**src/rtl/swfp_divider.sv**
```systemverilog
// Restoring shift-subtract divider, one quotient bit per cycle.
`timescale 1ns / 1ps

module swfp_divider #(
  parameter int NUM_W = 36,
  parameter int DEN_W = 41
) (
  input  logic             clk,
  input  logic             rst_n,
  input  logic             start,
  input  logic [NUM_W-1:0] num,
  input  logic [DEN_W-1:0] den,
  output logic             done,
  output logic [NUM_W-1:0] quot
);

  localparam int CNT_W = $clog2(NUM_W + 1);

  logic [NUM_W-1:0] num_r;
  logic [NUM_W-1:0] quot_r;
  logic [DEN_W-1:0] den_r;
  logic [DEN_W-1:0] rem_r;
  logic [CNT_W-1:0] cnt_r;
  logic             busy_r;
  logic             done_r;

  logic [DEN_W:0]   rem_sh;
  logic [DEN_W:0]   rem_sub;
  logic             ge;
  logic [DEN_W-1:0] rem_nxt;

  // A zero divisor yields an all-ones quotient, which callers saturate.
  always_comb begin
    rem_sh  = {rem_r, num_r[NUM_W-1]};
    ge      = rem_sh >= {1'b0, den_r};
    rem_sub = rem_sh - {1'b0, den_r};
    rem_nxt = ge ? rem_sub[DEN_W-1:0] : rem_sh[DEN_W-1:0];
  end

  always_ff @(posedge clk) begin
    if (!rst_n) begin
      busy_r <= 1'b0;
      done_r <= 1'b0;
      cnt_r  <= '0;
    end else if (start) begin
      busy_r <= 1'b1;
      done_r <= 1'b0;
      cnt_r  <= CNT_W'(NUM_W);
    end else if (busy_r) begin
      cnt_r <= cnt_r - CNT_W'(1);
      if (cnt_r == CNT_W'(1)) begin
        busy_r <= 1'b0;
        done_r <= 1'b1;
      end
    end else begin
      done_r <= 1'b0;
    end
  end

  always_ff @(posedge clk) begin
    if (start) begin
      num_r <= num;
      den_r <= den;
      rem_r <= '0;
    end else if (busy_r) begin
      num_r  <= {num_r[NUM_W-2:0], 1'b0};
      quot_r <= {quot_r[NUM_W-2:0], ge};
      rem_r  <= rem_nxt;
    end
  end

  assign done = done_r;
  assign quot = quot_r;

endmodule

```
**config.mk**
```make
export PLATFORM = sky130hd
export DESIGN_NAME = swfp_divider
export DESIGN_NICKNAME = d
export VERILOG_FILES = /design/src/rtl/swfp_divider.sv
export SDC_FILE = /design/constraint.sdc
export NUM_CORES = 1
export LEC_CHECK = 0
export BUFFER_PORTS_ARGS = -buffer_cell sky130_fd_sc_hd__buf_2
export CAP_MARGIN = 20
export CORE_ASPECT_RATIO = 0.75
export CORE_MARGIN = 3
export CORE_UTILIZATION = 55
export DETAILED_ROUTE_END_ITERATION = 7
export GPL_ROUTABILITY_DRIVEN = 0
export PLACE_DENSITY_LB_ADDON = 0.25
export SLEW_MARGIN = 20
export SYNTH_ARGS = -nofsm -noshare
export SYNTH_HDL_FRONTEND = slang
export SYNTH_SLANG_ARGS = --single-unit
```
**constraint.sdc**
```tcl
create_clock -name clk -period 4.1 [get_ports clk]
set_input_delay 1.23 -clock clk [delete_from_list [all_inputs] [get_ports clk]]
set_output_delay 1.23 -clock clk [all_outputs]
set_load 0.005 [all_outputs]
```
[Yosys cells after proc, flatten, opt, wreduce, memory -nomap -nowiden]
Index checks and enable logic that the tools add are counted.
Storage, ports and cells
  register bits after elaboration: 162
  latch bits: 0
  memory bits (writable): 0
  memory bits (read-only): 0
  logic and storage cells: 27
  memories kept: 0
Operators by class
  add/subtract/negate cells: 2
  $mul: 0
  div/mod/pow operators: 0
  $lt $le $gt $ge: 1
  eq/ne operators: 1
  shift operators: 0
  mux-type cells: 8
  bitwise logic cells: 3
  reduce and logical (&&, ||, !) cells: 4
Operators by type and width (number)
  $mux 36: 2
  $ge 42x41->1: 1
  $mux 41: 1
  $sub 41x41->41: 1
  $mux 6: 2
  $eq 6x1->1 const B: 1
  $sub 6x1->6 const B: 1
  $mux 1: 3
  $not 1->1: 3
  $reduce_or 3->1: 1
  $reduce_and 2->1: 1
  $reduce_bool 2->1: 1
  $reduce_or 2->1: 1

[Depth between registers and ports, before layout]
  word-level depth: 4
  depth in mapped cells: 14

[Least setup slack after synthesis]
OpenSTA, ideal clock, no wires.
  kind: input-to-reg
  start: input start
  end: register rem_r[30]
  data arrival time: 3.137 ns
  path slack: 0.829 ns
  cell stages on the path: 5
  path through: clkbuf_1 -> nand2b_1 -> clkinv_1 -> nand2_1 -> o21ai_0
RTL lines
  start: declaration: RTL line 10  | input logic start,
  end signal: assignment: RTL line 68  | rem_r <= rem_nxt;
  end: declaration: RTL line 22  | logic [DEN_W-1:0] rem_r;

[Worst setup path after layout]
  start: register num_r[35]
  end: register rem_r[35]
Between the ends
  word-level cells in the longest chain between the ends: 2
RTL lines
  start: declaration: RTL line 19  | logic [NUM_W-1:0] num_r;
  start signal: assignment: RTL line 62  | num_r <= num;
  start signal: assignment: RTL line 66  | num_r <= {num_r[NUM_W-2:0], 1'b0};
  $sub 41x41->41 or $ge 42x41->1 (tied branches): RTL line 36, 35
  $mux 41 (*): RTL line 37  | rem_nxt = ge ? rem_sub[DEN_W-1:0] : rem_sh[DEN_W-1:0];
Mark *: on every way between the ends. The rest lies on a longest branch, timed or not.
A chain may end at the register's enable or synchronous reset.

==> results.ini <==
[die]
ios=117
start_util_pct=57.96
die_w_um=150.6
die_h_um=114.5
core.rowCount=38
die-area_um2=17240
core_um2=14880

[power_and_ir_drop]
ir_worst_vdd_v=0.0002792
leakage_nw=4.024
cellPowerDensity_nw_per_um2=420.2

[layout]
drive_above_1_share_pct=22.12
multi_input_area_um2=3832
area_growth_pct=15.26
regArea_um2=4375
n_fill_cell=1155
final_common_cell=buf_2
post-route-util_pct=66.81
final_cell_mix=115 x buf_2, 113 x edfxtp_1, 93 x nand2_1
fin_nets=1047

[clock_tree]
cts_max_path_buffers=2
ctsHtreeMaxLevel=4
cts_setup_buffers=0
cts-root-buf=clkbuf_16
insertion_delay_ns=0.42
cts_hold_buf=0
cts.repair.resized=0
cts_buffers=17
tritoncts=built
cts.sinks=162
path_clk_slew_ns=0.07

[yosys]
netlist_area_um2=8626
synthSimpleGateAreaFrac_pct=12.88
yosysSeqAreaShare_pct=50.71
synth-seq-cells=162
synth-edff-count=113
async_flop_share_pct=0
synth_flop_cell=edfxtp_1
synth_compound_area_share_pct=16.09
synth_cell_type_count=73
synthXorXnorAreaFrac_pct=3.960
syn_nets=945
post_synth.cell_area_avg_um2=10.51
synthMuxAreaShare_pct=5.033
synth_top_family_by_area=compound AO/OA/AOI/OAI gates
synthCells=821
yosys_warnings=0
synthAdderAreaFrac_pct=6.469

[setup_path]
start_kind=flip-flop
endpoint_kind=flip-flop
cp.arrival_ns=4.02
cp_max_fo=32
crit_required_ns=4.39
cpPeakStageDelay_ns=0.41
cp_cell_sequence=inv_1 > ha_1 > inv_1 > fa_1 > a21o_1 > a221o_1 > a211oi_2 > o2111a_1 > o2111ai_2 > nand2_4 > clkinv_4 > nand2_1 > o21ai_0
crit_top_cell=inv_1
slowest_stage=fa_1
crit_type=reg2reg

[global_route]
grt_max_degree=110
grt_overflow=0
grt.total_usage_pct=21.97
grt_pass1_vias=6021
grt_pass1_wl_um=30280
antenna_found_initial=1

[min_path]
hold_path_class=reg2reg

[detailed_routing]
viasPerCell=5.824
first_iter_violations=510
drc_errors=0
via_count=6622
wire_per_inst_um=16.31
antenna_left=0
first_pass_iters=5
drt_wl_total_um=18550

[status]
status=complete, no violations

[timing]
rsz0062_at_grt=no
setup_viol=0
skew_ns=0.01357
fin_crit_sh_pct=91.04
fin_crit_ns=3.733
setup_tns_ns=0
fmax_mhz=267.9
maxSlewHeadroom_pct=52.85
maxSlewViolCount=0
tightest_slew_ns=0.7073
hold_violations=0

[flow_run]
maxCapViolations=0

[placement]
port_buffers=116
place_hpwl_um=12890

Yosys cell counts (6+ instances only):
cell type	n	share of area, %
xnor2_1	27	2.7
xor2_1	12	1.2
and3_1	6	0.44
or3_1	8	0.58
nor2b_1	6	0.44
ha_1	43	6.2
nor3b_1	8	0.70
o21a_1	8	0.70
nand3_1	13	0.75
nor2_1	57	2.5
a21o_1	16	1.4
a21oi_1	51	3.0
inv_1	56	2.4
clkbuf_1	24	1.0
o21ai_0	30	1.7
edfxtp_1	113	39
a311oi_1	21	2.1
dfxtp_1	49	11
nand2_1	93	4.0
mux2_2	35	4.6
buf_2	10	0.58
a31oi_1	7	0.51
o21ai_1	11	0.64
nor3_1	14	0.81
nand4_1	11	0.80
logic make-up after synthesis:
logic type | after synthesis
AND/OR/NAND/NOR | 237
AO/OA/AOI/OAI | 201
flip-flops | 162
buffers and inverters | 99
adder cells (fa/ha/maj) | 44
XOR/XNOR | 39
multiplexers | 39
report_power, final:
part,internal [W],switching (W)
sequential,0.00187,0.0000478
clock,0.000829,0.000760
combinational,0.000275,0.000392
total,0.00298,0.00120
state kept, by name, summed over array words and instances, names as in the netlist:
register  flops
den_r        41
rem_r        41
num_r        36
quot         36
cnt_r         6
busy_r        1
done          1
layout make-up:
type | instances | share of cell area, %
diodes | 1 | 0.02517
repair buffers | 123 | 6.519
well taps | 200 | 2.517
clock inverters | 15 | 1.825
flip-flops and latches | 162 | 44.01
clock buffers | 17 | 4.279
multi-input cells | 560 | 38.55
inverters | 59 | 2.278
routing by layer:
layer / vias up / part of all wire, % / GRT usage, %
li1: 3210 / - / -
met1: 3078 / 47 / 33.16
met2: 310 / 43 / 32.19
met3: 24 / 8.6 / 4.313
met4: 0 / 1.2 / 6.643
met5: - / 0 / 0
path summary, 6_finish.rpt:
path | slack, ns | from | to | cells past startpoint
worst min-delay path | 0.45 | done$_SDFFE_PP0P_ | done$_SDFFE_PP0P_ | 2
worst max register to register | 0.37 | num_r[35]$_DFFE_PP_ | rem_r[35]$_SDFFE_PP0P_ | 13
worst min register to register | 0.45 | done$_SDFFE_PP0P_ | done$_SDFFE_PP0P_ | 2
worst max-delay path | 0.37 | num_r[35]$_DFFE_PP_ | rem_r[35]$_SDFFE_PP0P_ | 13
worst max-delay path, delay by kind of cell, from the launching register on:
kind	cells	cell delay (ns)
AO/OA/AOI/OAI	6	1.63
AND/OR/NAND/NOR	2	0.62
adder cells (fa/ha/maj)	2	0.56
buffers and inverters	3	0.39
flip-flops	1	0.38
stage by stage:
stage	cell area, µm²	std cells	hold WS (ns)	total power, W	worst slack, ns
final	9942	1137	0.4481	0.004177	0.3674
after global routing	9942	1137	0.4571	0.004369	0.07116
after CTS	9940	1136	0.4518	0.004206	0.4263
after detailed placement	9333	1104	0.4264	0.002610	0.4579
after global placement	9333	1104	0.4260	0.002597	0.5672
after floorplan	8626	821	0.4372	0.002429	0.8285
(Power assumes the default switching activity.)
